**src/sv/ppid_pkg.sv**
```systemverilog
// Package for the positional PID controller with error dead band.
// Holds field widths, register reset values, register indexes, clamp codes and shared types.
// No dependencies.
package ppid_pkg;

    localparam int DATA_W     = 16;
    localparam int BAND_W     = 15;
    localparam int ERR_W      = DATA_W + 1;
    localparam int DIFF_W     = ERR_W + 1;
    localparam int INTEG_W    = 32;
    localparam int GAIN_W     = 16;
    localparam int PROD_P_W   = GAIN_W + 1 + ERR_W;
    localparam int PROD_I_W   = GAIN_W + 1 + INTEG_W;
    localparam int PROD_D_W   = GAIN_W + 1 + DIFF_W;
    localparam int SUM_W      = PROD_I_W + 2;
    localparam int STATUS_W   = 2;
    localparam int CFG_ADDR_W = 3;
    localparam int CFG_DATA_W = 16;

    localparam int FRAC_BITS_DEFAULT = 8;

    // Register reset values (gains about 7.419, 0.269, 7.516; band 1.5; max 100.0).
    localparam logic [GAIN_W-1:0] GAIN_PROP_RESET  = 16'd1899;
    localparam logic [GAIN_W-1:0] GAIN_INTEG_RESET = 16'd69;
    localparam logic [GAIN_W-1:0] GAIN_DERIV_RESET = 16'd1924;
    localparam logic [BAND_W-1:0] DEAD_BAND_RESET  = 15'd384;
    localparam logic [DATA_W-1:0] OUTPUT_MAX_RESET = 16'd25600;

    localparam logic [CFG_ADDR_W-1:0] REG_GAIN_PROP  = 3'd0;
    localparam logic [CFG_ADDR_W-1:0] REG_GAIN_INTEG = 3'd1;
    localparam logic [CFG_ADDR_W-1:0] REG_GAIN_DERIV = 3'd2;
    localparam logic [CFG_ADDR_W-1:0] REG_DEAD_BAND  = 3'd3;
    localparam logic [CFG_ADDR_W-1:0] REG_OUTPUT_MAX = 3'd4;

    typedef enum logic [STATUS_W-1:0] {
        CLAMP_NONE = 2'd0,
        CLAMP_LOW  = 2'd1,
        CLAMP_HIGH = 2'd2
    } clamp_status_t;

    // Error terms produced by the front stage for one item.
    typedef struct packed {
        logic signed [ERR_W-1:0]   err;
        logic signed [DIFF_W-1:0]  diff;
        logic signed [INTEG_W-1:0] integ;
    } front_t;

endpackage

```
**src/sv/ppid_front.sv**
```systemverilog
// Front stage of the PID controller: error, dead band and saturating integral.
// Purely combinational; the caller registers the result and keeps the state.
// Depends on ppid_pkg.
module ppid_front
    import ppid_pkg::*;
(
    input  logic signed [DATA_W-1:0]  target_value,
    input  logic signed [DATA_W-1:0]  measured_value,
    input  logic        [BAND_W-1:0]  dead_band_width,
    input  logic signed [ERR_W-1:0]   prev_err,
    input  logic signed [INTEG_W-1:0] integ,
    output front_t                    result
);

    localparam logic signed [INTEG_W:0] INTEG_MAX = (INTEG_W+1)'((64'sd1 <<< (INTEG_W-1)) - 1);
    localparam logic signed [INTEG_W:0] INTEG_MIN = -(INTEG_W+1)'(64'sd1 <<< (INTEG_W-1));

    logic signed [ERR_W-1:0]   raw_err;
    logic signed [ERR_W:0]     band_pos;
    logic signed [ERR_W:0]     band_neg;
    logic signed [ERR_W-1:0]   err;
    logic signed [INTEG_W:0]   acc;

    assign raw_err  = ERR_W'(measured_value) - ERR_W'(target_value);
    assign band_pos = $signed({{(ERR_W+1-BAND_W){1'b0}}, dead_band_width});
    assign band_neg = -band_pos;

    always_comb begin
        // An error exactly on the band edge is kept.
        if (((ERR_W+1)'(raw_err) < band_pos) && ((ERR_W+1)'(raw_err) > band_neg)) begin
            err = '0;
        end else begin
            err = raw_err;
        end
    end

    assign acc = (INTEG_W+1)'(integ) + (INTEG_W+1)'(err);

    always_comb begin
        result.err  = err;
        result.diff = DIFF_W'(err) - DIFF_W'(prev_err);
        priority if (acc > INTEG_MAX) begin
            result.integ = INTEG_MAX[INTEG_W-1:0];
        end else if (acc < INTEG_MIN) begin
            result.integ = INTEG_MIN[INTEG_W-1:0];
        end else begin
            result.integ = acc[INTEG_W-1:0];
        end
    end

endmodule

```
**config.mk**
```make
export PLATFORM = sky130hd
export DESIGN_NAME = ppid_front
export DESIGN_NICKNAME = d
export VERILOG_FILES = /design/src/sv/ppid_pkg.sv /design/src/sv/ppid_front.sv
export SDC_FILE = /design/constraint.sdc
export NUM_CORES = 1
export LEC_CHECK = 0
export BUFFER_PORTS_ARGS = -buffer_cell sky130_fd_sc_hd__buf_4
export CAP_MARGIN = 20
export CORE_ASPECT_RATIO = 0.75
export CORE_MARGIN = 1.5
export CORE_UTILIZATION = 35
export DETAILED_ROUTE_END_ITERATION = 12
export GPL_TIMING_DRIVEN = 0
export PLACE_DENSITY_LB_ADDON = 0.12
export SETUP_SLACK_MARGIN = 0.5
export SYNTH_ARGS = -nofsm -noshare
export SYNTH_HDL_FRONTEND = slang
export SYNTH_SLANG_ARGS = --single-unit
```
**constraint.sdc**
```tcl
create_clock -name vclk -period 6.1
set_input_delay 0.305 -clock vclk [all_inputs]
set_output_delay 0.305 -clock vclk [all_outputs]
set_load 0.02 [all_outputs]
```
==> run summary <==
The flow ran to the end, but the final reports show violations. The checks that failed: setup timing. The die outline width is 135 um, and the remaining global-route overflow is 0. The worst setup path is captured at an output port.

The count of synthesis-stage warnings from yosys is 0. The fraction of post-synthesis cell area in the top cell type by area works out to 25.3%. The startpoint of the tightest hold check path was prev_err[0]. The final core utilization was 63.0%. The run gives 0 as the number of maximum-capacitance constraint violations. After filler insertion, the fill cell instance count of the layout stands at 1108.

Relative to the synthesized area, the layout overhead comes to 72.7%. The largest area contributor in the synthesized netlist was sky130_fd_sc_hd__ha_1. The distinct cell type count of the synthesized netlist is 70.

IR analysis of the VDD net gives a maximum drop of 290 uV. The number of placement rows is 35. In the layout the commonest cells are 191 x sky130_fd_sc_hd__buf_4, 79 x sky130_fd_sc_hd__ha_1, 67 x sky130_fd_sc_hd__inv_1.

Global routing consumed, over all layers together, 23.1% of the routing resources. The logs give 12.9 mm for the sum of net half-perimeters after detailed placement and 5422 for the via count of the first global-routing pass. The placer congestion estimate came out at 0.941. The highest layer touched by signal routing is met4.

Cell area after synthesis: 4560 um^2. The tools report the sequential-to-total area share from yosys stat as 0%. The count of buffers added on input and output ports is 163.

The die is 102 um tall. For the initial standard-cell utilization of the core, the log shows 36.5%. For hold timing, the worst endpoint is result[32]. Total die area: 13700 um^2.

The tightest hold margin was 999 ps; the routed wire length per instance was 15.8 um. Setup repair after global routing could not meet its margin everywhere. For the total detailed-routing wirelength, the log shows 16.7 mm. The most common cell after layout, fill and taps aside was sky130_fd_sc_hd__buf_4.

The first-pass iteration count of the detailed router came out at 4. After detailed routing, the wire length on met1 is 8.46 mm. Setup violations remaining at the end of the flow were counted as 45. The share of post-route cells with drive strength above 1 came out at 44.8%. The region available for standard cell placement spans 12500 um^2. When the netlist entered floorplanning its net count stood at 839. For this run, the top clock speed supported by timing is 144 MHz.

The logs give 7870 um^2 for the finished layout cell area and 864 um for the met3 wire length. The amount of wire on met2 after detailed routing came out at 7.23 mm. In the routed design, unresolved DRC markers number 0. The tightest min-delay check is of the in -> out type.

The antenna diode instance count came out at 0. The delay of the slowest critical-path stage works out to 430 ps. Initial detailed-routing violation count: 255. The share of the cycle needed by the critical path after routing is 114%. By area the synthesized netlist is led by sky130_fd_sc_hd__ha_1 25%, sky130_fd_sc_hd__xnor2_1 7.7%, sky130_fd_sc_hd__inv_1 5.7%. The setup path with the least slack is of type in -> out. For the worst setup path, the data arrival time is 6650 ps. The tools report the critical path launch point type as a primary input. The via total after detailed routing was 5573. The net count of the finished layout is 1086. Synthesis produced a netlist whose cell count is 648. The area after detailed placement is 6530 um^2, and the time the worst path needs with I/O delays and setup is 6960 ps. Data on the critical path is required at its endpoint by 5790 ps. Counting the clock-network buffers in the layout gives 0. The count of boundary I/O pins is 163. In the finished design the tool counted flip-flops and latches totalling 0. The final number of hold-violating endpoints came out at 0.

The largest individual stage delay along the critical path comes from the cell sky130_fd_sc_hd__or4_1. At the pin with the least slew margin, the transition time is 478 ps. The run gives 26.1 mm as the global-route wire length before repair. The number of antenna violations at the first check in global routing is 0.

The largest net degree at the start of global routing was 19. A synthesized cell averages 7.03 um^2. The number of buffers and inverters on the critical path is 7. The launching element of the worst setup path is target_value[5]. In this run the worst path has a maximum fanout of 6.

Kind of cell adding the most delay to the critical path: compound AO/OA/AOI/OAI gates. Total count of max-transition violations in the final report: 0. In this run the static leakage power is 0.00380 uW. Prior to clock tree synthesis, the placed netlist has a worst setup slack of -1700 ps. Measured against its own limit, the worst slew margin works out to 67.8%. For the number of antenna-violating nets in the routed design, the log shows 0.

The number of stages on the worst hold path works out to 4. The worst setup slack after layout was -859 ps. The completed layout was analyzed and its total power is 3350 uW. The via density per instance is 5.26, and the cell area power density is 426 nW/um^2. Registers take 0 um^2.
per-stage QoR:
stage / TNS, ps / std cells
6_report: -30050 / 1059
5_1_grt: -43480 / 1059
4_1_cts: -27230 / 1030
3_5_place_dp: -59180 / 977
3_3_place_gp: -54500 / 977
2_1_floorplan: -13520 / 648
synthesized netlist by cell type (12+ instances only):
cell / n
sky130_fd_sc_hd__inv_1: 69
sky130_fd_sc_hd__nand3_1: 18
sky130_fd_sc_hd__maj3_1: 12
sky130_fd_sc_hd__xnor2_1: 40
sky130_fd_sc_hd__a21o_1: 19
sky130_fd_sc_hd__nand2_1: 40
sky130_fd_sc_hd__nor2b_1: 27
sky130_fd_sc_hd__o21a_1: 16
sky130_fd_sc_hd__a21oi_1: 50
sky130_fd_sc_hd__ha_1: 92
sky130_fd_sc_hd__nor2_1: 46
sky130_fd_sc_hd__xor2_1: 16
sky130_fd_sc_hd__o21ai_0: 51
sky130_fd_sc_hd__nor3_1: 17
power breakdown:
part	total (uW)	switching [uW]	internal, uW
combinational	3350	1730	1620
clock	0	0	0
sequential	0	0	0
cell families (layout without fill, tap and decap cells):
logic type      count (synthesis)  in the layout  synth area share (%)
buf+inv                        76            321                  6.45
simple gates                  203            203                  23.4
fa+ha+maj                     107            107                  29.2
mux                             4              4                  1.21
compound gates                202            202                  29.0
xor+xnor                       56             56                  10.8
metal layers:
layer  GRT usage [%]  vias to the layer above
met5               0                        -
met4            1.90                        0
met3            1.59                       10
met2            37.6                      136
met1            34.7                     2589
li1                -                     2838
how the worst max path moves through the flow:
stage | end | slack (ps) | depth (start not counted)
floorplan | result[4] | -510 | 33
global route | result[4] | -1160 | 37
detailed placement | result[21] | -1700 | 37
global placement | result[21] | -1600 | 37
finish | result[4] | -860 | 35
CTS | result[4] | -850 | 37
area by class of cell:
cell class / count / area (um^2) / share of cell area (%)
inverters: 69 / 272 / 3.45
well taps: 166 / 208 / 2.64
multi-input cells: 572 / 5170 / 65.8
plain buffers: 7 / 135 / 1.72
repair buffers: 245 / 2080 / 26.4
worst min-delay path, delay by kind of cell:
kind                     cells  cell delay [ps]
buffers and inverters        3              260
adder cells (fa/ha/maj)      1              130
what timing repair did:
| item | in CTS | in global routing |
|---|---|---|
| endpoints found under the hold margin | 0 | 0 |
| buffers inserted | 48 | 29 |
| resized for setup | 96 | 50 |
| pin swaps | 66 | 47 |
| cloned | 5 | 0 |
| hold buffers | 0 | 0 |
| endpoints found under the setup margin | 48 | 48 |
Power figures use the tool's default switching activity.
