## src/sv/ppid_pkg.sv

```systemverilog
// Package for the positional PID controller with error dead band.
// Holds field widths, register reset values, register indexes, clamp codes and shared types.
// No dependencies.
package ppid_pkg;

    localparam int DATA_W     = 16;
    localparam int BAND_W     = 15;
    localparam int ERR_W      = DATA_W + 1;
    localparam int DIFF_W     = ERR_W + 1;
    localparam int INTEG_W    = 32;
    localparam int GAIN_W     = 16;
    localparam int PROD_P_W   = GAIN_W + 1 + ERR_W;
    localparam int PROD_I_W   = GAIN_W + 1 + INTEG_W;
    localparam int PROD_D_W   = GAIN_W + 1 + DIFF_W;
    localparam int SUM_W      = PROD_I_W + 2;
    localparam int STATUS_W   = 2;
    localparam int CFG_ADDR_W = 3;
    localparam int CFG_DATA_W = 16;

    localparam int FRAC_BITS_DEFAULT = 8;

    // Register reset values (gains about 7.419, 0.269, 7.516; band 1.5; max 100.0).
    localparam logic [GAIN_W-1:0] GAIN_PROP_RESET  = 16'd1899;
    localparam logic [GAIN_W-1:0] GAIN_INTEG_RESET = 16'd69;
    localparam logic [GAIN_W-1:0] GAIN_DERIV_RESET = 16'd1924;
    localparam logic [BAND_W-1:0] DEAD_BAND_RESET  = 15'd384;
    localparam logic [DATA_W-1:0] OUTPUT_MAX_RESET = 16'd25600;

    localparam logic [CFG_ADDR_W-1:0] REG_GAIN_PROP  = 3'd0;
    localparam logic [CFG_ADDR_W-1:0] REG_GAIN_INTEG = 3'd1;
    localparam logic [CFG_ADDR_W-1:0] REG_GAIN_DERIV = 3'd2;
    localparam logic [CFG_ADDR_W-1:0] REG_DEAD_BAND  = 3'd3;
    localparam logic [CFG_ADDR_W-1:0] REG_OUTPUT_MAX = 3'd4;

    typedef enum logic [STATUS_W-1:0] {
        CLAMP_NONE = 2'd0,
        CLAMP_LOW  = 2'd1,
        CLAMP_HIGH = 2'd2
    } clamp_status_t;

    // Error terms produced by the front stage for one item.
    typedef struct packed {
        logic signed [ERR_W-1:0]   err;
        logic signed [DIFF_W-1:0]  diff;
        logic signed [INTEG_W-1:0] integ;
    } front_t;

endpackage

```

## src/sv/ppid_clamp.sv

```systemverilog
// Output clamp of the PID controller: scales the full-precision sum and limits it.
// Purely combinational; gives the drive value and the clamp status code.
// Depends on ppid_pkg.
module ppid_clamp
    import ppid_pkg::*;
#(
    parameter int FRAC_BITS = FRAC_BITS_DEFAULT
) (
    input  logic signed [SUM_W-1:0]  sum,
    input  logic        [DATA_W-1:0] output_max,
    output logic        [DATA_W-1:0] drive_value,
    output clamp_status_t            clamp_status
);

    logic [SUM_W-1:0] scaled;

    // Only used when the sum is non-negative, so a logical shift is exact.
    assign scaled = $unsigned(sum) >> FRAC_BITS;

    always_comb begin
        priority if (sum < 0) begin
            drive_value  = '0;
            clamp_status = CLAMP_LOW;
        end else if (scaled > SUM_W'(output_max)) begin
            drive_value  = output_max;
            clamp_status = CLAMP_HIGH;
        end else begin
            drive_value  = scaled[DATA_W-1:0];
            clamp_status = CLAMP_NONE;
        end
    end

endmodule

```

## config.mk

```make
export PLATFORM = sky130hd
export DESIGN_NAME = ppid_clamp
export DESIGN_NICKNAME = d
export VERILOG_FILES = /design/src/sv/ppid_pkg.sv /design/src/sv/ppid_clamp.sv
export SDC_FILE = /design/constraint.sdc
export NUM_CORES = 1
export LEC_CHECK = 0
export BUFFER_PORTS_ARGS = -buffer_cell sky130_fd_sc_hd__buf_2
export CAP_MARGIN = 30
export CELL_PAD_IN_SITES_DETAIL_PLACEMENT = 1
export CELL_PAD_IN_SITES_GLOBAL_PLACEMENT = 2
export CORE_MARGIN = 1
export CORE_UTILIZATION = 17
export DETAILED_ROUTE_END_ITERATION = 6
export PLACE_DENSITY_LB_ADDON = 0.3
export SLEW_MARGIN = 20
export SYNTH_ARGS = -nofsm -noshare
export SYNTH_HDL_FRONTEND = slang
export SYNTH_SLANG_ARGS = --single-unit
export TNS_END_PERCENT = 30
```

## constraint.sdc

```tcl
create_clock -name vclk -period 3
set_clock_uncertainty 0.15 [all_clocks]
set_input_delay 0.6 -clock vclk [all_inputs]
set_output_delay 0.6 -clock vclk [all_outputs]
set_load 0.1 [all_outputs]
```

==> results of run 1 <==
## logic make-up (layout without fill, tap and decap cells)
family | count (synthesis) | after routing | synth area share, %
muxes | 16 | 16 | 22.5
and+or+nand+nor | 49 | 49 | 35.0
buffers and inverters | 21 | 106 | 9.88
adders and majority gates | 16 | 16 | 21.9
AOI/OAI and AO/OA | 12 | 12 | 10.7
## cell usage after synthesis
library cell / count / area, um^2
or4_4: 2 / 22.5
nor2_1: 13 / 48.8
nand2_1: 1 / 3.75
buf_6: 1 / 11.3
a21oi_1: 5 / 25.0
and4bb_1: 1 / 12.5
o21ai_0: 2 / 10.0
ha_1: 16 / 200
mux2_4: 9 / 135
nand4_1: 4 / 25.0
a221oi_4: 1 / 26.3
nor3_1: 2 / 10.0
a221o_1: 1 / 10.0
nand3b_1: 1 / 7.51
buf_4: 1 / 7.51
a2111o_1: 1 / 11.3
nor2b_2: 1 / 8.76
nor4_4: 2 / 42.5
inv_1: 17 / 63.8
a211oi_1: 2 / 15.0
nand2b_1: 14 / 87.6
nand3_1: 3 / 15.0
nor4_1: 4 / 25.0
and4b_1: 1 / 10.0
mux2i_1: 7 / 70.1
clkbuf_1: 2 / 7.51
## final timing paths
path / slack (ns) / startpoint / endpoint
max: -0.54 / sum[18] / drive_value[13]
min: 1.45 / sum[22] / drive_value[14]
## placed cells by master, fill, tap and decap left out, drive strengths merged
master  instances
nor3            2
a21oi           5
nand3           3
mux2i           7
nor4            6
a211oi          2
nor2b           1
and4b           1
nand2b         14
inv            17
mux2            9
and4bb          1
a2111o          1
nor2           13
nand3b          1
o21ai           2
ha             16
nand2           1
nand4           4
or4             2
buf            89
a221o           1
a221oi          1
## layout make-up
class	instances	area share [%]
Multi-Input combinational cell	93	51.8
Timing Repair Buffer	89	39.8
Inverter	17	4.25
Tap cell	70	4.19
## critical path, stage by stage
cell and delay [ns]:
buf_2 0.12, ha_4 0.26, nand4_1 0.17, or4_4 0.60, a221o_1 0.37, buf_12 0.17, mux2_4 0.31, buf_12 0.17
## metrics by stage
step                hold WS (ns)  TNS (ns)  total power, mW  setup slack [ns]
floorplan                   1.26    -10.40            0.185            -0.978
global placement            1.46     -9.96            0.310            -0.609
detailed placement          1.47    -10.79            0.318            -0.669
CTS                         1.45     -8.92            0.334            -0.557
global route                1.46    -10.12            0.363            -0.615
finish                      1.45     -8.65            0.339            -0.536
## power groups by stage
stage / registers (mW) / logic [mW] / clock network, mW
2_1_floorplan: 0 / 0.185 / 0
3_3_place_gp: 0 / 0.310 / 0
3_5_place_dp: 0 / 0.318 / 0
4_1_cts: 0 / 0.334 / 0
5_1_grt: 0 / 0.363 / 0
6_report: 0 / 0.339 / 0
## per-layer routing
layer	vias to the layer above	wire length, um
met2	38	1980
met3	2	179
met4	0	12
li1	583	-
met5	-	0
met1	543	1220
## what timing repair did
action                                  4_1_cts  5_1_grt
resized for setup                            26        7
setup buffers                                 0        1
pin swaps                                     2        2
endpoints found under the setup margin       17       17
==> metrics.csv, run 1 <==
metric;value;unit
status;finished with violations;
violations;setup timing;
wl_per_cell;12.6;um
dpl-instance-area;0.00191;mm^2
critPathMaxFanout;9;
rsz0062_at_grt;yes;
critPathKind;input pin to primary output;
dpl.hpwl;3010;um
flops_and_latches;0;
synthCells;114;
n_antenna_cell;0;
multi_input_area;0.00108;mm^2
worst_ep_arrival_time;2.79;ns
yosys_warnings;0;
yosysSeqAreaShare;0;%
p_seq_share;0;%
combPwrFrac;100.0;%
worstSetupStartpointType;input pin;
drt_iter0_markers;11;
max_slew_margin;67.4;%
clockPowerShare;0;%
grt_pass1_vias;1276;
worst_pin_slew;0.492;ns
mappedNetlistNets;197;
antenna_found_initial;0;
via_count;1166;
critPathRequiredTime;2.25;ns
p_sw_share;55.4;%
cap_violations;0;
final_area;0.00209;mm^2
hold_depth;3;
finalCriticalPeriod;3.54;ns
layout.area.seq;0;um^2
synth_area;912;um^2
firstDrtPassIters;3;
fin_cells;269;
drv_slew;0;
cp-end-kind;primary output;
totalWireLength;3400;um
initial_utilization;17.7;%
die_area;0.00566;mm^2
core;0.00514;mm^2
hold_class;input pin to primary output;
num_rows;26;
fin_crit_sh;118;%
leakagePower;0.925;nW
final_hold_viol_count;0;
p_int;0.151;mW
viasPerCell;4.33;
nClkBuffers;0;
max-vdd-ir-drop;81.1;uV
grtUsageMet1;13.4;%
use_met2;25.0;%
grt_use_met3;1.47;%
netSwitchingPower;0.188;mW
fp.dieH;75.3;um
grt_max_degree;26;
fmax;283;MHz
io_pins;85;
dieWidth;75.3;um
drive_above_1_share;68.8;%
port-buffer-count;77;
grt_pass1_wl;5460;um
drt.antenna.violating_nets;0;
top_usage_layer;met2;
nets;284;
grt_overflow_total;0;
dp_cells;268;
powerDensity;162;mW/mm^2
area_growth;129;%
setup_viol;17;
avgSynthCellArea;8.00;um^2
nFillCells;618;
gr-usage-all-layers;12.1;%
drc;0;
gp_congestion;0.664;
synthDistinctLibCells;26;
fin_ws;-0.536;ns
hold_buffers;0;
final_util;40.7;%
No activity file was read; power rests on OpenSTA's default activity.
==> inputs of run 2 (changes only) <==
RECOVER_POWER = 50   (was not set)
==> metrics.csv, run 2 (synthesis results as in run 1) <==
metric;value;unit;change
status;finished with violations;;
violations;setup timing;;
netSwitchingPower;0.188;mW;about the same
finalCriticalPeriod;3.54;ns;unchanged
crit_end;drive_value[13];;
initial_utilization;17.7;%;unchanged
port-buffer-count;77;;unchanged
combPwrFrac;100.0;%;about the same
nets;284;;unchanged
grt_pass1_wl;5460;um;unchanged
critPathRequiredTime;2.25;ns;about the same
powerDensity;162;mW/mm^2;about the same
max-vdd-ir-drop;81.1;uV;about the same
flops_and_latches;0;;unchanged
nFillCells;619;;+0.16%
worst_pin_slew;1.17;ns;+0.681 ns
via_count;1167;;+0.086%
fmax;283;MHz;unchanged
nClkBuffers;0;;unchanged
fin_cells;269;;unchanged
antenna_found_initial;0;;unchanged
cap_violations;0;;unchanged
die_area;0.00566;mm^2;unchanged
grt_overflow_total;0;;unchanged
dieWidth;75.3;um;unchanged
startpoint;sum[18];;
layout_common_cells;buf_2, buf_12, nand2b_1, ha_4, nor2_1;;
fin_crit_sh;118;%;unchanged
final_hold_viol_count;0;;unchanged
p_seq_share;0;%;unchanged
critPathKind;input pin to primary output;;
worst_ep_arrival_time;2.79;ns;about the same
drt.antenna.violating_nets;0;;unchanged
power;0.339;mW;about the same
hold_class;input pin to primary output;;
viasPerCell;4.34;;about the same
hold_depth;3;;unchanged
dpl_worst_slack;-0.669;ns;unchanged
core;0.00514;mm^2;unchanged
area_growth;129;%;about the same
dp_cells;268;;unchanged
layout.area.seq;0;um^2;unchanged
drt_iter0_markers;11;;unchanged
final_common_cell;buf_2;;
grt_max_degree;26;;unchanged
clockPowerShare;0;%;unchanged
gp_congestion;0.664;;unchanged
drv_slew;0;;unchanged
drive_above_1_share;68.3;%;-0.50 points
grt_pass1_vias;1276;;unchanged
firstDrtPassIters;3;;unchanged
fp.dieH;75.3;um;unchanged
num_rows;26;;unchanged
wl_per_cell;12.6;um;about the same
max_slew_margin;22.1;%;-45 points
leakagePower;0.922;nW;-0.30%
worstSetupStartpointType;input pin;;
drc;0;;unchanged
p_int;0.151;mW;-0.13%
rsz0062_at_grt;yes;;
dpl.hpwl;3010;um;unchanged
setup_viol;17;;unchanged
totalWireLength;3400;um;about the same
p_sw_share;55.4;%;about the same
n_antenna_cell;0;;unchanged
cp-end-kind;primary output;;
critPathMaxFanout;9;;unchanged
gr-usage-all-layers;12.1;%;unchanged
io_pins;85;;unchanged
fin_ws;-0.536;ns;unchanged
run 2: repair_timing:
item,CTS,global route
setup buffers,0,1
endpoints found under the setup margin,17,17
pin swaps,2,2
cloned,0,0
resized for setup,26,7
hold buffers,0,0
run 2: critical path, cell delays in order:
cell and delay (ns):
buf_2 0.12, ha_4 0.26, nand4_1 0.17, or4_4 0.60
a221o_1 0.37, buf_12 0.17, mux2_4 0.31, buf_12 0.17
run 2: power by group through the flow:
| stage | registers (mW) | clock network [mW] | logic (mW) |
|---|---|---|---|
| final | 0 | 0 | 0.339 |
| after global routing | 0 | 0 | 0.363 |
| after CTS | 0 | 0 | 0.334 |
| after detailed placement | 0 | 0 | 0.318 |
| after global placement | 0 | 0 | 0.310 |
| after floorplan | 0 | 0 | 0.185 |
run 2: per-layer routing:
| layer | up-vias | routed length (um) | GRT usage [%] |
|---|---|---|---|
| met3 | 2 | 179 | 1.47 |
| met1 | 544 | 1210 | 13.4 |
| met2 | 38 | 1990 | 25.0 |
| met4 | 0 | 12 | 1.03 |
| li1 | 583 | - | - |
| met5 | - | 0 | 0 |
run 2: worst min-delay path by stage:
stage	slack, ns	end	start
after detailed placement	1.47	drive_value[7]	sum[15]
after floorplan	1.26	clamp_status[0]	sum[50]
after CTS	1.45	drive_value[14]	sum[22]
final	1.45	drive_value[14]	sum[22]
after global placement	1.46	drive_value[7]	sum[15]
after global routing	1.46	drive_value[14]	sum[22]
run 2: stage by stage:
stage	hold WS [ns]	cell area, um^2	utilization, %	TNS (ns)
after global routing	1.46	2090	40.6	-10.12
after detailed placement	1.47	1910	37.2	-10.79
after CTS	1.45	2020	39.3	-8.92
final	1.45	2090	40.6	-8.65
after floorplan	1.26	1120	-	-10.40
after global placement	1.46	1910	37.2	-9.96
run 2: area by class of cell:
| class | count | area (um^2) | area share [%] |
|---|---|---|---|
| multi-input cells | 93 | 1080 | 51.8 |
| inverters | 17 | 88.8 | 4.25 |
| repair buffers | 89 | 830 | 39.7 |
| well taps | 70 | 87.6 | 4.19 |
==> inputs of run 3 (changes only) <==
BUFFER_PORTS_ARGS = -buffer_cell sky130_fd_sc_hd__buf_4   (was -buffer_cell sky130_fd_sc_hd__buf_2)
==> metrics.csv, run 3 (synthesis results as in run 1) <==
metric;value;unit;change
status;finished with violations;;
violations;setup timing;;
nets;280;;-1.4%
hold_buffers;0;;unchanged
fin_crit_sh;120;%;+1.8 points
final_hold_viol_count;0;;unchanged
drive_above_1_share;65.6;%;-2.7 points
grt_pass1_vias;1317;;+3.2%
gp_congestion;0.669;;+0.71%
finalCriticalPeriod;3.59;ns;+0.0531 ns
core;0.00514;mm^2;unchanged
grt_use_met3;1.07;%;-0.40 points
use_met2;27.3;%;+2.3 points
setup_viol;17;;unchanged
power;0.346;mW;+2.3%
nClkBuffers;0;;unchanged
initial_utilization;17.7;%;unchanged
grt_pass1_wl;5510;um;+0.90%
num_rows;26;;unchanged
grt_max_degree;26;;unchanged
flops_and_latches;0;;unchanged
fin_ws;-0.589;ns;-0.0531 ns
startpoint;output_max[14];;
powerDensity;162;mW/mm^2;about the same
hold_class;input pin to primary output;;
top_usage_layer;met2;;
cap_violations;0;;unchanged
worst_ep_arrival_time;2.84;ns;+0.05 ns
critPathMaxFanout;9;;unchanged
cp-end-kind;primary output;;
io_pins;85;;unchanged
grtUsageMet1;12.5;%;-0.88 points
fp.dieH;75.3;um;unchanged
gr-usage-all-layers;12.4;%;+0.31 points
drt_iter0_markers;15;;+4
rsz0062_at_grt;yes;;
firstDrtPassIters;2;;-1
grt_overflow_total;0;;unchanged
leakagePower;0.943;nW;+2.3%
viasPerCell;4.37;;+0.73%
max_slew_margin;23.4;%;+1.2 points
critPathRequiredTime;2.25;ns;about the same
totalWireLength;3460;um;+1.9%
worstSetupStartpointType;input pin;;
dpl_worst_slack;-0.700;ns;-0.0309 ns
fmax;279;MHz;-1.5%
area_growth;134;%;
die_area;0.00566;mm^2;unchanged
n_antenna_cell;0;;unchanged
critPathKind;input pin to primary output;;
crit_end;drive_value[9];;
max-vdd-ir-drop;74.4;uV;-8.3%
dieWidth;75.3;um;unchanged
drt.antenna.violating_nets;0;;unchanged
final_common_cell;buf_4;;
antenna_found_initial;0;;unchanged
dpl.hpwl;3000;um;-0.32%
wl_per_cell;13.1;um;+3.4%
worst_pin_slew;1.15;ns;-0.0186 ns
layout.area.seq;0;um^2;unchanged
via_count;1158;;-0.77%
drc;0;;unchanged
port-buffer-count;77;;unchanged
nFillCells;596;;-3.7%
drv_slew;0;;unchanged
layout_common_cells;buf_4, buf_12, nand2b_1, nor2_1, ha_4;;
## run 3: cell count changes in the layout (fill, tap and decap cells not counted)
cell     previous run  this run
o21ai_0             2         1
ha_1                3         6
o21ai_1             0         1
buf_2              47         0
inv_2               5         4
ha_4               13        10
buf_4              11        55
inv_1               7         8
buf_8               1         2
buf_6              10         8
## run 3: cell type report
type | instances | area (um^2) | share of cell area (%)
repair buffers | 85 | 917 | 42.9
inverters | 17 | 88.8 | 4.15
multi-input cells | 93 | 1040 | 48.9
well taps | 70 | 87.6 | 4.10
## run 3: metrics by stage
stage | setup TNS, ns | hold slack (ns) | instance area (um^2) | util (%) | cells
finish | -9.44 | 1.45 | 2140 | 41.6 | 265
global route | -10.55 | 1.46 | 2140 | 41.6 | 265
CTS | -9.23 | 1.45 | 2080 | 40.5 | 264
detailed placement | -11.47 | 1.54 | 1820 | 35.4 | 262
global placement | -10.94 | 1.54 | 1820 | 35.4 | 262
floorplan | -10.40 | 1.26 | 1120 | - | 114
## run 3: worst max-delay path, stage by stage
cell	delay, ns
buf_8	0.09
inv_12	0.03
ha_4	0.23
buf_4	0.13
a21oi_2	0.12
nor2b_2	0.05
or4_4	0.53
a221o_1	0.41
buf_12	0.17
mux2_4	0.31
buf_12	0.17
## run 3: how the worst min path moves through the flow
stage | from | end | slack, ns | depth (start not counted)
after CTS | sum[22] | drive_value[14] | 1.45 | 3
after detailed placement | sum[12] | drive_value[4] | 1.54 | 3
after global placement | sum[15] | drive_value[7] | 1.54 | 3
after global routing | sum[23] | drive_value[15] | 1.46 | 3
final | sum[23] | drive_value[15] | 1.45 | 3
after floorplan | sum[50] | clamp_status[0] | 1.26 | 1
## run 3: layer usage
metal	routed length [um]	vias to the layer above
met2	2100	40
met3	181	4
met1	1140	537
li1	-	577
met5	0	-
met4	36	0
## run 3: repair_timing
action,4_1_cts,5_1_grt
endpoints found under the setup margin,17,17
setup buffers,2,1
resized for setup,61,9
pin swaps,3,11
hold endpoints to repair,0,0
## run 3: power by group
| group | total, mW | switching (mW) | internal (mW) |
|---|---|---|---|
| sequential | 0 | 0 | 0 |
| combinational | 0.346 | 0.185 | 0.162 |
| clock | 0 | 0 | 0 |
| total | 0.346 | 0.185 | 0.162 |
